### config.mk
export PLATFORM = sky130hd
export DESIGN_NAME = vcde_ram
export DESIGN_NICKNAME = d
export VERILOG_FILES = /design/src/sv/vcde_ram.sv
export SDC_FILE = /design/constraint.sdc
export NUM_CORES = 1
export LEC_CHECK = 0
export BUFFER_PORTS_ARGS = -buffer_cell sky130_fd_sc_hd__buf_4
export CORE_UTILIZATION = 63
export DETAILED_ROUTE_END_ITERATION = 10
export GPL_ROUTABILITY_DRIVEN = 0
export PLACE_DENSITY = 0.78
export SYNTH_ARGS = -nofsm -noshare
export SYNTH_HDL_FRONTEND = slang
export SYNTH_SLANG_ARGS = --single-unit
export TNS_END_PERCENT = 30
### constraint.sdc
create_clock -name i_clk -period 2.7 [get_ports i_clk]
set_input_delay 0.81 -clock i_clk [delete_from_list [all_inputs] [get_ports i_clk]]
set_output_delay 0.81 -clock i_clk [all_outputs]
set_load 0.01 [all_outputs]
### src/sv/vcde_ram.sv
module vcde_ram #(
    parameter int WIDTH = 8,
    parameter int DEPTH = 130
) (
    input  logic                     i_clk,
    input  logic                     i_we,
    input  logic [$clog2(DEPTH)-1:0] i_waddr,
    input  logic [WIDTH-1:0]         i_wdata,
    input  logic [$clog2(DEPTH)-1:0] i_raddr,
    output logic [WIDTH-1:0]         o_rdata
);

    logic [WIDTH-1:0] r_mem [DEPTH];
    logic [WIDTH-1:0] r_rdata;

    always_ff @(posedge i_clk) begin
        if (i_we) begin
            r_mem[i_waddr] <= i_wdata;
        end
        r_rdata <= r_mem[i_raddr];
    end

    assign o_rdata = r_rdata;

endmodule

======== Yosys cells after proc, flatten, opt, wreduce, memory -nomap -nowiden ========
Memories as Yosys holds them, arrays and structs flattened. A register that Yosys moved wholly into a read port is not among the register bits.
Cells that the tools add are included.
Widths: inputs -> output; s select.
operators by class
  muxes and demuxes ....................... 2
operator list
  kind    number
  $mux 1  2
word-level totals
  bits in registers ....................... 0
  bits in writable memories ............... 1040
  input port bits ......................... 26
  output and inout port bits .............. 8
  word-level logic and storage cells ...... 3
  memories ................................ 1
memory list
  memory  words  width  read ports  clocked after Yosys merged registers in  wr ports  RTL line  text
  r_mem   130    8      1           1                                        1         13        logic [WIDTH-1:0] r_mem [DEPTH];

======== Depth between registers and ports, before layout ========
  depth in word-level cells ............... 2
  mapped depth ............................ 12
  mapped depth without buffers ............ 6

======== Worst setup path before layout ========
Ideal clock, no wire load.
  path type ............................... input to register
  start point ............................. input i_raddr[0]
  end point ............................... register r_rdata[5], in the netlist o_rdata[5] (read register of r_mem)
  arrival ................................. 2.451 ns
  required time ........................... 2.583 ns
  setup slack ............................. 0.132 ns
  stages on the path ...................... 7
  cell sequence ........................... buf_6 buf_12 mux4_2 a2111oi_2 nor4_1 a211o_1 and4b_1
RTL lines
  what                RTL line  text
  start: declaration  9         input logic [$clog2(DEPTH)-1:0] i_raddr,
  end: declaration    14        logic [WIDTH-1:0] r_rdata;

==> results by group <==
Routing
  • Post-DRT Antenna Nets: 0
  • Average wire per standard cell: 31.0 microns
  • DRC violation count after routing: 0
  • Vias per cell: 6.78
  • Final WL: 107000 microns
  • Iter 0 DRT Violations: 3864
  • DR vias: 23400
  • Initial DRT Pass Iterations: 6

Critical path
  • Setup crit end kind: flip-flop
  • Required time worst endpoint: 3.26 ns
  • Setup crit start kind: primary input
  • R2R depth: 6
  • WS Path Type: primary input to flip-flop
  • Crit Path Max Fanout: 19
  • Data arrival, critical path: 3.22 ns

Clock tree
  • Num Clock Sinks: 1048
  • CTS tree: built
  • Worst-skew pair later-pin latency: 0.68 ns
  • CTS Buffer Depth: 3
  • CTS buffer count: 101
  • Clk Tree Root Cell: clkbuf_16
  • Post-CTS Hold Fix Bufs: 0
  • H-tree Lvls: 3
  • Clock-pin slew on the worst setup and hold paths: 0.06 ns

Layout
  • Commonest cells after routing, fill and taps aside: 1040 x edfxtp_1, 403 x buf_4, 173 x mux2i_1
  • Final instance area: 48500 sq um
  • Commonest non-fill, non-tap cell in the layout: edfxtp_1
  • Area growth syn-to-layout: 17.3%
  • Fin util: 74.9%
  • Share of cells above drive strength 1: 29.1%
  • # fillers: 3473
  • Final Net Count: 2528
  • Final Non-Filler Cells: 3445

Yosys
  • Sequential fraction of the synthesis area: 75.9%
  • Syn_nets: 2107
  • Ys Warns: 0
  • Avg Cell Area, Syn: 19.9 sq um
  • Primary FF master, synth: edfxtp_1
  • Synthesized flop and latch total: 1048
  • Post-Syn Instances: 2081
  • Post-synth EDFFs: 1040
  • Mapped Area: 41300 sq um
  • Async S/R FF share, synth: 0%
  • Unique masters post-synth: 54

Global routing
  • GRT Overall Usage: 32.7%
  • Number of global-route vias before repair: 23400
  • Gr ovfl total: 0
  • First-pass GRT wire length: 155000 microns
  • Largest net degree at the start of global routing: 85
  • Initial antenna violation count: 3

Placed design
  • Number of port buffers: 33
  • Placed Area: 45200 sq um
  • DPL Wire Length: 70400 microns
  • Dpl cells: 3254

Floorplanning
  • Initial core utilization: 63.9%
  • Core Region: 64700 sq um
  • Rows: 93
  • Die height: 258 microns
  • Die Wd: 258 microns
  • I/O pins: 34
  • Die ar.: 66700 sq um

Min path
  • Worst Hold Class: primary input to flip-flop
  • WHS Path Cells: 1

Power and ir drop
  • Leak Pwr: 16.4 nW
  • Maximum vdd drop: 0.712 mV
  • Power per cell area: 698 nW/um^2

Timing
  • Slew Viols, Final: 0
  • Final min period: 2.65 ns
  • Slew @ Worst Pin: 0.794 ns
  • Clock Skews: 0.0323 ns
  • Setup_tns: 0 ns
  • Worst Hold Slack: 0.486 ns
  • F_max: 377 MHz
  • Setup-failing EPs final: 0
  • Final Hold Vio Count: 0
  • Unrepaired setup endpoints after global routing: false
  • Crit share post-route: 98.3%
  • Relative slew slack: 46.9%

Job
  • Max cap viols: 0

Outcome
  • Status: complete, no violations
## final cells by class
class                           count  area (sq um)  area share [%]
Antenna cell                        2          5.00          0.0103
Clock buffer                      125          2700            5.57
Timing Repair Buffer              435          3660            7.55
Inverter                            3          11.3          0.0232
Sequential cell                  1048         31400            64.7
Tap cell                          855          1070            2.21
Clock inverter                     64           582            1.20
Multi-Input combinational cell    913          9060            18.7
## state kept, by name (all words and copies together), names as in the netlist
signal / flops
r_mem: 1040
o_rdata: 8
## synthesized netlist by cell type, types with 15 or more instances
cell type	count	area share (%)
a21oi_1	20	0.24
mux4_2	164	8.9
a31oi_1	15	0.23
mux2i_1	173	4.2
nor2b_1	26	0.39
buf_6	17	0.46
o21ai_0	22	0.27
nor3_1	35	0.42
a22oi_1	25	0.45
nand2_1	33	0.30
nor2_1	159	1.4
mux4_1	18	1.1
clkbuf_1	34	0.31
nand3_1	47	0.57
buf_2	29	0.35
o221ai_1	31	0.66
edfxtp_1	1040	76
a211oi_1	30	0.54
o22ai_1	36	0.54
## worst max-delay path, cell delays in order
cell and delay [ns]:
buf_12 0.22, buf_4 0.32, buf_4 0.22, mux4_1 0.63, a211oi_1 0.37, a211oi_1 0.19, a211oi_2 0.34, nor4b_2 0.09
## cells by family after synthesis
logic type | after synthesis | share of synthesized area [%]
flip-flops | 1048 | 75.9
multiplexers | 356 | 14.3
AND/OR/NAND/NOR | 346 | 3.93
AO/OA/AOI/OAI | 211 | 3.65
buffers and inverters | 120 | 2.20
## worst paths after layout
check | to | start | slack, ns
worst min register to register | o_rdata[1] | r_mem[129][1] | 0.85
worst max register to register | o_rdata[2] | r_mem[68][2] | 0.30
worst max-delay path | o_rdata[0] | i_raddr[0] | 0.05
worst min-delay path | r_mem[79][4] | i_wdata[4] | 0.49
## where the power goes
group / total, mW / switching [mW] / leakage [nW] / internal, mW
clock network: 14.0 / 5.92 / 1.60 / 8.06
registers: 18.0 / 0.0362 / 9.41 / 17.9
logic: 1.92 / 1.16 / 5.38 / 0.763
## stage by stage
stage	power, mW	setup slack (ns)
6_report	33.9	0.0453
5_1_grt	34.6	0.0656
4_1_cts	33.9	0.0534
3_5_place_dp	20.2	-0.811
3_3_place_gp	20.1	-0.750
2_1_floorplan	19.2	0.132
## repair_timing
item	CTS	global route
pin swaps	0	0
buffers inserted	0	0
gates resized for setup	1	4
endpoints found under the setup margin	1	3
## per-layer routing
layer	wire length, microns	GRT usage, %	share of wire [%]
met5	13	0	0.012
met4	4970	15.0	4.7
met3	12800	7.62	12
met2	50700	50.8	48
met1	38300	44.7	36
Power figures use the tool's default switching activity.
