$ cat config.mk
export PLATFORM = sky130hd
export DESIGN_NAME = vcde_front
export DESIGN_NICKNAME = d
export VERILOG_FILES = /design/src/sv/vcde_pkg.sv /design/src/sv/vcde_front.sv
export SDC_FILE = /design/constraint.sdc
export NUM_CORES = 1
export LEC_CHECK = 0
export BUFFER_PORTS_ARGS = -buffer_cell sky130_fd_sc_hd__buf_2
export CAP_MARGIN = 20
export CORE_MARGIN = 10
export CORE_UTILIZATION = 40
export DETAILED_ROUTE_END_ITERATION = 8
export REMOVE_ABC_BUFFERS = 1
export SLEW_MARGIN = 20
export SYNTH_ARGS = -nofsm -noshare
export SYNTH_HDL_FRONTEND = slang
export SYNTH_SLANG_ARGS = --single-unit
$ cat constraint.sdc
create_clock -name i_clk -period 2.85 [get_ports i_clk]
set_input_delay 0.1425 -clock i_clk [delete_from_list [all_inputs] [get_ports i_clk]]
set_output_delay 0.1425 -clock i_clk [all_outputs]
set_load 0.02 [all_outputs]
$ cat src/sv/vcde_pkg.sv
package vcde_pkg;

    typedef enum logic [2:0] {
        ACT_WHOLE  = 3'd0,
        ACT_LAYER  = 3'd1,
        ACT_VOXEL  = 3'd2,
        ACT_FILL   = 3'd3,
        ACT_HOLLOW = 3'd4,
        ACT_EDGES  = 3'd5,
        ACT_LINE   = 3'd6,
        ACT_READ   = 3'd7
    } t_action;

    typedef enum logic [1:0] {
        MODE_SET    = 2'd0,
        MODE_CLEAR  = 2'd1,
        MODE_INVERT = 2'd2,
        MODE_BAD    = 2'd3
    } t_mode;

    typedef enum logic [2:0] {
        ST_CLEAR,
        ST_IDLE,
        ST_SETUP,
        ST_RD,
        ST_WR,
        ST_DONE
    } t_state;

    typedef enum logic [1:0] {
        KIND_BYTES,
        KIND_BOX,
        KIND_LINE,
        KIND_READ
    } t_kind;

    localparam logic [7:0] MASK_ALL = 8'hFF;
    localparam logic [3:0] LAST_HOLLOW = 4'd5;
    localparam logic [3:0] LAST_EDGES  = 4'd11;

    typedef struct packed {
        logic [2:0] action;
        logic [1:0] mode;
        logic [3:0] x_a;
        logic [3:0] y_a;
        logic [3:0] z_a;
        logic [3:0] x_b;
        logic [3:0] y_b;
        logic [3:0] z_b;
        logic [3:0] byte_index;
    } t_in_item;

    typedef struct packed {
        logic       status;
        logic [7:0] read_data;
    } t_out_item;

    typedef struct packed {
        t_in_item item;
        logic     err;
    } t_cmd;

    typedef logic signed [5:0] t_coord;

    typedef struct packed {
        t_coord x1;
        t_coord y1;
        t_coord z1;
        t_coord x2;
        t_coord y2;
        t_coord z2;
    } t_box;

    function automatic logic [7:0] apply_byte(logic [7:0] d, logic [7:0] m, logic [1:0] mode);
        logic [7:0] r;
        case (mode)
            MODE_SET:   r = d | m;
            MODE_CLEAR: r = d & ~m;
            default:    r = d ^ m;
        endcase
        return r;
    endfunction

    function automatic t_coord ext(logic [3:0] v);
        return $signed({2'b00, v});
    endfunction

    function automatic t_box mk(t_coord x1, t_coord y1, t_coord z1,
                                t_coord x2, t_coord y2, t_coord z2);
        t_box b;
        b.x1 = x1; b.y1 = y1; b.z1 = z1;
        b.x2 = x2; b.y2 = y2; b.z2 = z2;
        return b;
    endfunction

    // k-th box of a command; hollow faces and cube edges are all boxes
    function automatic t_box sub_box(t_in_item c, logic [3:0] k);
        t_coord xa, ya, za, xb, yb, zb, ya1, yb1, za1, zb1, y;
        t_box   b;
        xa = ext(c.x_a); ya = ext(c.y_a); za = ext(c.z_a);
        xb = ext(c.x_b); yb = ext(c.y_b); zb = ext(c.z_b);
        ya1 = ya + 6'sd1; yb1 = yb - 6'sd1;
        za1 = za + 6'sd1; zb1 = zb - 6'sd1;
        y = k[2] ? yb : ya;
        b = mk(xa, ya, za, xb, yb, zb);
        if (c.action == ACT_VOXEL) begin
            b = mk(xa, ya, za, xa, ya, za);
        end else if (c.action == ACT_HOLLOW) begin
            case (k)
                4'd0:    b = mk(xa, ya, za, xb, ya, zb);
                4'd1:    b = mk(xa, yb, za, xb, yb, zb);
                4'd2:    b = mk(xa, ya1, za, xb, yb1, za);
                4'd3:    b = mk(xa, ya1, zb, xb, yb1, zb);
                4'd4:    b = mk(xb, ya1, za1, xb, yb1, zb1);
                default: b = mk(xa, ya1, za1, xa, yb1, zb1);
            endcase
        end else if (c.action == ACT_EDGES) begin
            case (k)
                4'd0, 4'd4: b = mk(xa, y, za, xa, y, zb);
                4'd1, 4'd5: b = mk(xa, y, za, xb, y, za);
                4'd2, 4'd6: b = mk(xa, y, zb, xb, y, zb);
                4'd3, 4'd7: b = mk(xb, y, za, xb, y, zb);
                4'd8:       b = mk(xa, ya, za, xa, yb, za);
                4'd9:       b = mk(xb, ya, za, xb, yb, za);
                4'd10:      b = mk(xa, ya, zb, xa, yb, zb);
                default:    b = mk(xb, ya, zb, xb, yb, zb);
            endcase
        end
        return b;
    endfunction

endpackage

$ cat src/sv/vcde_front.sv
module vcde_front #(
    parameter int CUBE_EDGE   = 10,
    parameter int LAYER_BYTES = 13
) (
    input  logic              i_clk,
    input  logic              i_rst_n,
    input  logic              i_clearing,
    input  logic              i_in_valid,
    output logic              o_in_ready,
    input  vcde_pkg::t_in_item i_in_item,
    output logic              o_q_valid,
    output vcde_pkg::t_cmd    o_q_cmd,
    input  logic              i_q_pop
);

    vcde_pkg::t_cmd r_q [2];
    logic           r_wp, r_rp;
    logic [1:0]     r_cnt;
    logic           err, mbad, push;

    function automatic logic bad(logic [3:0] v);
        return int'(v) > CUBE_EDGE - 1;
    endfunction

    always_comb begin
        mbad = i_in_item.mode == vcde_pkg::MODE_BAD;
        unique case (vcde_pkg::t_action'(i_in_item.action))
            vcde_pkg::ACT_WHOLE: err = mbad;
            vcde_pkg::ACT_LAYER: err = mbad | bad(i_in_item.y_a);
            vcde_pkg::ACT_VOXEL: err = mbad | bad(i_in_item.x_a) | bad(i_in_item.y_a)
                                       | bad(i_in_item.z_a);
            vcde_pkg::ACT_FILL, vcde_pkg::ACT_HOLLOW, vcde_pkg::ACT_EDGES:
                err = mbad | bad(i_in_item.x_a) | bad(i_in_item.y_a) | bad(i_in_item.z_a)
                    | bad(i_in_item.x_b) | bad(i_in_item.y_b) | bad(i_in_item.z_b)
                    | (i_in_item.x_a > i_in_item.x_b) | (i_in_item.y_a > i_in_item.y_b)
                    | (i_in_item.z_a > i_in_item.z_b);
            vcde_pkg::ACT_LINE:  err = mbad;
            default:             err = bad(i_in_item.y_a)
                                       | (int'(i_in_item.byte_index) >= LAYER_BYTES);
        endcase
    end

    assign o_in_ready = (r_cnt != 2'd2) && !i_clearing;
    assign push       = i_in_valid && o_in_ready;
    assign o_q_valid  = r_cnt != 2'd0;
    assign o_q_cmd    = r_q[r_rp];

    always_ff @(posedge i_clk) begin
        if (push) begin
            r_q[r_wp] <= '{item: i_in_item, err: err};
        end
    end

    always_ff @(posedge i_clk) begin
        if (!i_rst_n) begin
            r_wp  <= 1'b0;
            r_rp  <= 1'b0;
            r_cnt <= 2'd0;
        end else begin
            if (push) begin
                r_wp <= ~r_wp;
            end
            if (i_q_pop) begin
                r_rp <= ~r_rp;
            end
            r_cnt <= r_cnt + 2'(push) - 2'(i_q_pop);
        end
    end

endmodule

== Word level (Yosys, flattened, before mapping) ==
Memory sizes are Yosys's and may differ from the RTL's. A register that Yosys moved wholly into a read port is not among the register bits.
Index checks and enable logic that the tools add are counted.

* Flip-flop bits (word level): 4
* RAM bits: 68
* Input port bits: 38
* Output and inout bits: 36
* Logic and storage cells: 49
* Memories kept: 1

* Add/sub/neg operators: 2
* Order comparisons: 10
* Equal/unequal tests: 8
* Mux-type cells: 5
* Bitwise logic cells: 13
* Reductions and logical operators: 7

{| class="wikitable"
|+ Memories
! name !! words !! bits a word !! read ports !! clocked after memory_dff !! wr ports !! line !! text
|-
| r_q || 2 || 34 || 1 || 1 || 1 || vcde_front.sv:16 || <nowiki>vcde_pkg::t_cmd r_q [2];</nowiki>
|}

{| class="wikitable"
|+ Operators with widths
! cell !! count
|-
| 4-bit > comparator, second input constant || 6
|-
| 4-bit > comparator || 3
|-
| 1-bit bitwise OR || 11
|-
| 3-bit == test, second input constant || 3
|-
| 3-bit by 2-bit == test with 1-bit output, second input constant || 2
|-
| 4-bit >= comparator, second input constant || 1
|-
| 1-bit 2-to-1 mux || 4
|-
| 1-bit case mux with 4 select lines || 1
|-
| 3-bit by 1-bit == test with 1-bit output, second input constant || 1
|-
| 3-bit zero test || 1
|-
| 3-bit OR reduction || 1
|-
| 2-bit by 1-bit adder with 2-bit output || 1
|-
| 2-bit == test, second input constant || 1
|-
| 1-bit logical AND || 2
|-
| 2-bit != test, second input constant || 1
|-
| 1-bit NOT || 2
|-
| 2-bit nonzero test || 1
|-
| 2-bit OR reduction || 1
|-
| 2-bit by 1-bit subtractor with 2-bit output || 1
|-
| 1-bit zero test || 1
|}

== Longest topological paths before layout ==
* Depth in word-level cells: 11
* Gate-level depth with buffers: 9
* Gate-level depth less buffers: 9

== Worst setup path after synthesis ==
No wires, ideal clock.

* Kind: register -> register
* Start: register r_cnt[0]
* End: memory r_q[0][0] (netlist name), enable pin
* Arrival time: 2.448 ns
* Data required time: 2.425 ns
* Path slack: -0.024 ns
* Cell stages (with the launch flop): 5
* Path buffers: 0
* Period minus slack after synthesis: 2.874 ns
* Path through: dfxtp_1 > inv_1 > a21oi_1 > nand2_1 > nor2_1

* Word-level cells in the longest chain between the ends: 5

{| class="wikitable"
|+ RTL lines
! item !! line !! text
|-
| from (decl) || vcde_front.sv:18 || <nowiki>logic [1:0] r_cnt;</nowiki>
|-
| from (signal assigned) || vcde_front.sv:66 || <nowiki>r_cnt <= r_cnt + 2'(push) - 2'(i_q_pop);</nowiki>
|-
| 2-bit != test || vcde_front.sv:43 || <nowiki>assign o_in_ready = (r_cnt != 2'd2) && !i_clearing;</nowiki>
|-
| 1-bit logical AND || vcde_front.sv:43 ||
|-
| named net o_in_ready || vcde_front.sv:9 || <nowiki>output logic o_in_ready,</nowiki>
|-
| 1-bit logical AND || vcde_front.sv:44 || <nowiki>assign push = i_in_valid && o_in_ready;</nowiki>
|-
| 1-bit 2-to-1 mux || vcde_front.sv:49 || <nowiki>if (push) begin</nowiki>
|-
| 1-bit 2-to-1 mux (not written as such) || vcde_front.sv:50 || <nowiki>r_q[r_wp] <= '{item: i_in_item, err: err};</nowiki>
|-
| to (decl) || vcde_front.sv:16 ||
|}

The timed path passes the listed nets, and every way through them passes these cells.

==> summary.txt <==
Critical path
  • Buf/Inv on CP: 1
  • Reg2reg setup slack: 0.92 ns
  • Worst EP required: approximately 2.7 ns
  • Worst r2r path cells: 5
  • Startpoint type of the worst setup path: flip-flop
  • Worst r2r src: r_cnt[0]
  • Delay-heaviest family, CP: flip-flops
  • Kind of critical path: reg2out
  • CP Depth: 2
  • Reg-to-reg endpoint: r_q[0][6]
  • Critical path arrival: approximately 1.9 ns
  • Critical-path top delay cell: dfxtp_2
  • Max stage delay on crit path: between 0.8 and 0.9 ns
  • Critical Path Sink Type: output pin
  • Worst Path Max Fanout: 34
  • Crit-path cells: mux2_1, buf_2

Floorplanning
  • DIE AREA: approximately 12000 sq um
  • Starting Density: 40.5%
  • Row count: 32
  • DIE WIDTH: 108 um
  • Die Ht: 108 um
  • Placeable Area: around 7600 sq um
  • Num ports: 74

Worst hold path
  • Worst Hold Path Cells: 1
  • Tightest Hold Check Type: in2reg
  • Hold Crit Start: i_in_item[3]
  • Hold path endpoint: r_q[1][4]

STA
  • Final worst path period share: 70.1%
  • Endpoints failing hold: 0
  • Final setup skew: between 0.004 and 0.005 ns
  • Final setup margin: around 0.85 ns
  • Slew Limit Headroom: a little over 40%
  • RSZ-0062 raised after global routing: no
  • Fmax: 501 MHz
  • Slew Viols, Final: 0
  • Setup violators final: 0
  • Worst-Margin Slew: 0.887 ns
  • Fin crit period: about 2 ns

Global route
  • First-pass GRT wire length: 10200 um
  • Gr ovfl total: 0
  • Total track usage: 11.4%
  • Vias in the first global route: 2049
  • Initial antenna violation count: 0
  • Largest net degree at the start of global routing: 35

Clock network
  • # H-tree levels: 3
  • Clk_lat worst skew: between 0.3 and 0.4 ns
  • Clock root cell: clkbuf_8
  • Worst-path clk slew: 0.07 ns
  • CTS tree: yes
  • Cts repair resizes: 0
  • Clock Path Buffers: 2
  • Clk sinks: 73
  • CTS Buf Count: 9

Power and ir drop
  • Lkg Pwr: 1.52 nW
  • Power Dens Cells: roughly 630 nW/um^2
  • Maximum vdd ir drop: ~0.00032 V

Synth
  • Post-Syn Instances: 190
  • Mean post-synth cell area: 16.3 sq um
  • Synth Warn #: 0
  • Sequential fraction of the synthesis area: 69.1%
  • Synth unique cells: 32
  • Flops & latches, synth: 73
  • Cell area after synthesis: 3100 sq um

Detailed routing
  • Drt first pass iters: 4
  • Routed wire length: 6330 um
  • DR WL/cell: 16.3 um
  • Vias: 1859
  • Vias/cell: 4.78
  • DRT antenna net count: 0
  • DR iter-0 viols: 55
  • Residual DRC: 0

Placed design
  • Final HPWL DP: between 4000 and 5000 um
  • Placed Area: 3590 sq um
  • Placed cell count: ~360
  • DP Worst Slack: approximately 0.92 ns
  • GP Congestion: between 0.7 and 0.8
  • IO Port Bufs: 73

Finish
  • Antenna cell count: 0
  • FF+latch area: 2140 sq um
  • Layout cell share with drive strength beyond 1: 34.8%
  • Design Area, Final: 3880 sq um
  • Area Overhead vs Synth: 25.1%
  • Cell Count, Final, Fillers Out: 389
  • Layout Nets: 334
  • Area of the multi-input gates: 885 sq um
  • Filler cells: about 670

Status
  • Status: completed

Job
  • Max-Cap Viols: 0
==> per-stage QoR <==
step                      total power [W]  utilization, %  TNS, ns  hold slack (ns)
final                             0.00243            50.7        0           0.0212
after global routing              0.00254            50.7        0           0.0184
after CTS                         0.00246            50.6        0          0.00281
after detailed placement          0.00169            47.0        0            0.349
after global placement            0.00168            47.0        0            0.347
after floorplan                   0.00153               -   -0.804            0.241
==> cell families (layout without fill, tap and decap cells) <==
family	count (synthesis)	after routing	synth area share, %
buf+inv	19	116	2.66
simple gates	24	24	4.72
compound gates	22	22	4.40
flops	73	73	69.1
xor+xnor	4	4	1.13
fa+ha+maj	14	14	5.65
mux	34	34	12.3
==> per-layer routing <==
layer	GRT usage, %	share of wire [%]	up-vias
li1	-	-	901
met1	13.2	44	898
met2	18.4	47	51
met3	3.87	6.8	9
met4	6.01	1.4	0
met5	0	0	-
==> cell usage after synthesis (all sizes together) <==
master   n  area, sq um
a21oi    7         38.8
nand2    2         7.51
buf      3         22.5
a221o    1         10.0
nand2b   2         12.5
nor4     1         6.26
o211ai   3         22.5
o21ai    8         43.8
a21boi   1         7.51
dfxtp    5          100
xnor2    3         26.3
nand4    2         12.5
edfxtp  68         2040
nor2b    4         25.0
or2      1         6.26
ha      14          175
o21a     1         7.51
nand4b   1         8.76
o22ai    1         6.26
and3     1         6.26
inv     15         56.3
and2     5         31.3
and4     2         17.5
nand3    1         5.00
clkbuf   1         3.75
xor2     1         8.76
mux2    34          383
nor2     2         7.51
==> power breakdown <==
group          total [W]  switching (W)  leakage (nW)  internal (W)
clock network   0.000767       0.000372        0.0962      0.000395
registers        0.00128      0.0000376         0.664       0.00125
logic           0.000380       0.000220         0.764      0.000160
total            0.00243       0.000630          1.52       0.00180
==> layout by cell type, fill, tap and decap left out, drive strengths merged, types with 3 or more instances in the layout <==
| cell | instances |
|---|---|
| dfxtp | 5 |
| a21oi | 7 |
| ha | 14 |
| edfxtp | 68 |
| xnor2 | 3 |
| clkbuf | 9 |
| dlygate4sd3 | 10 |
| o21ai | 8 |
| o211ai | 3 |
| buf | 75 |
| clkinv | 5 |
| mux2 | 34 |
| inv | 15 |
| and2 | 5 |
| nor2b | 4 |
==> area by class of cell <==
cell class / instances / share of cell area (%)
flip-flops and latches: 73 / 55.3
well taps: 102 / 3.29
repair buffers: 85 / 12.4
multi-input cells: 98 / 22.8
clock inverters: 7 / 1.58
inverters: 15 / 1.45
clock buffers: 9 / 3.19
==> timing repair <==
action                                 4_1_cts  5_1_grt
buffers inserted                             0        0
setup endpoints to repair                    0        0
hold buffers                                 9        1
endpoints found under the hold margin       18        2
==> how the worst max path moves through the flow <==
stage	startpoint	to	slack [ns]
3_3_place_gp	r_cnt[0]	r_q[0][5]	1.02
5_1_grt	flip-flop	o_q_cmd[10]	0.73
6_report	flip-flop	o_q_cmd[10]	0.85
4_1_cts	flip-flop	o_q_cmd[7]	0.81
3_5_place_dp	r_cnt[0]	r_q[0][17]	0.92
2_1_floorplan	r_cnt[0]	r_q[0][0]	-0.02
==> sequential cells by signal, indices dropped and copies added (netlist names), named ones only <==
signal  flops
r_cnt       2
r_q        68
r_rp        1
r_wp        1
No activity file was read; power rests on OpenSTA's default activity.
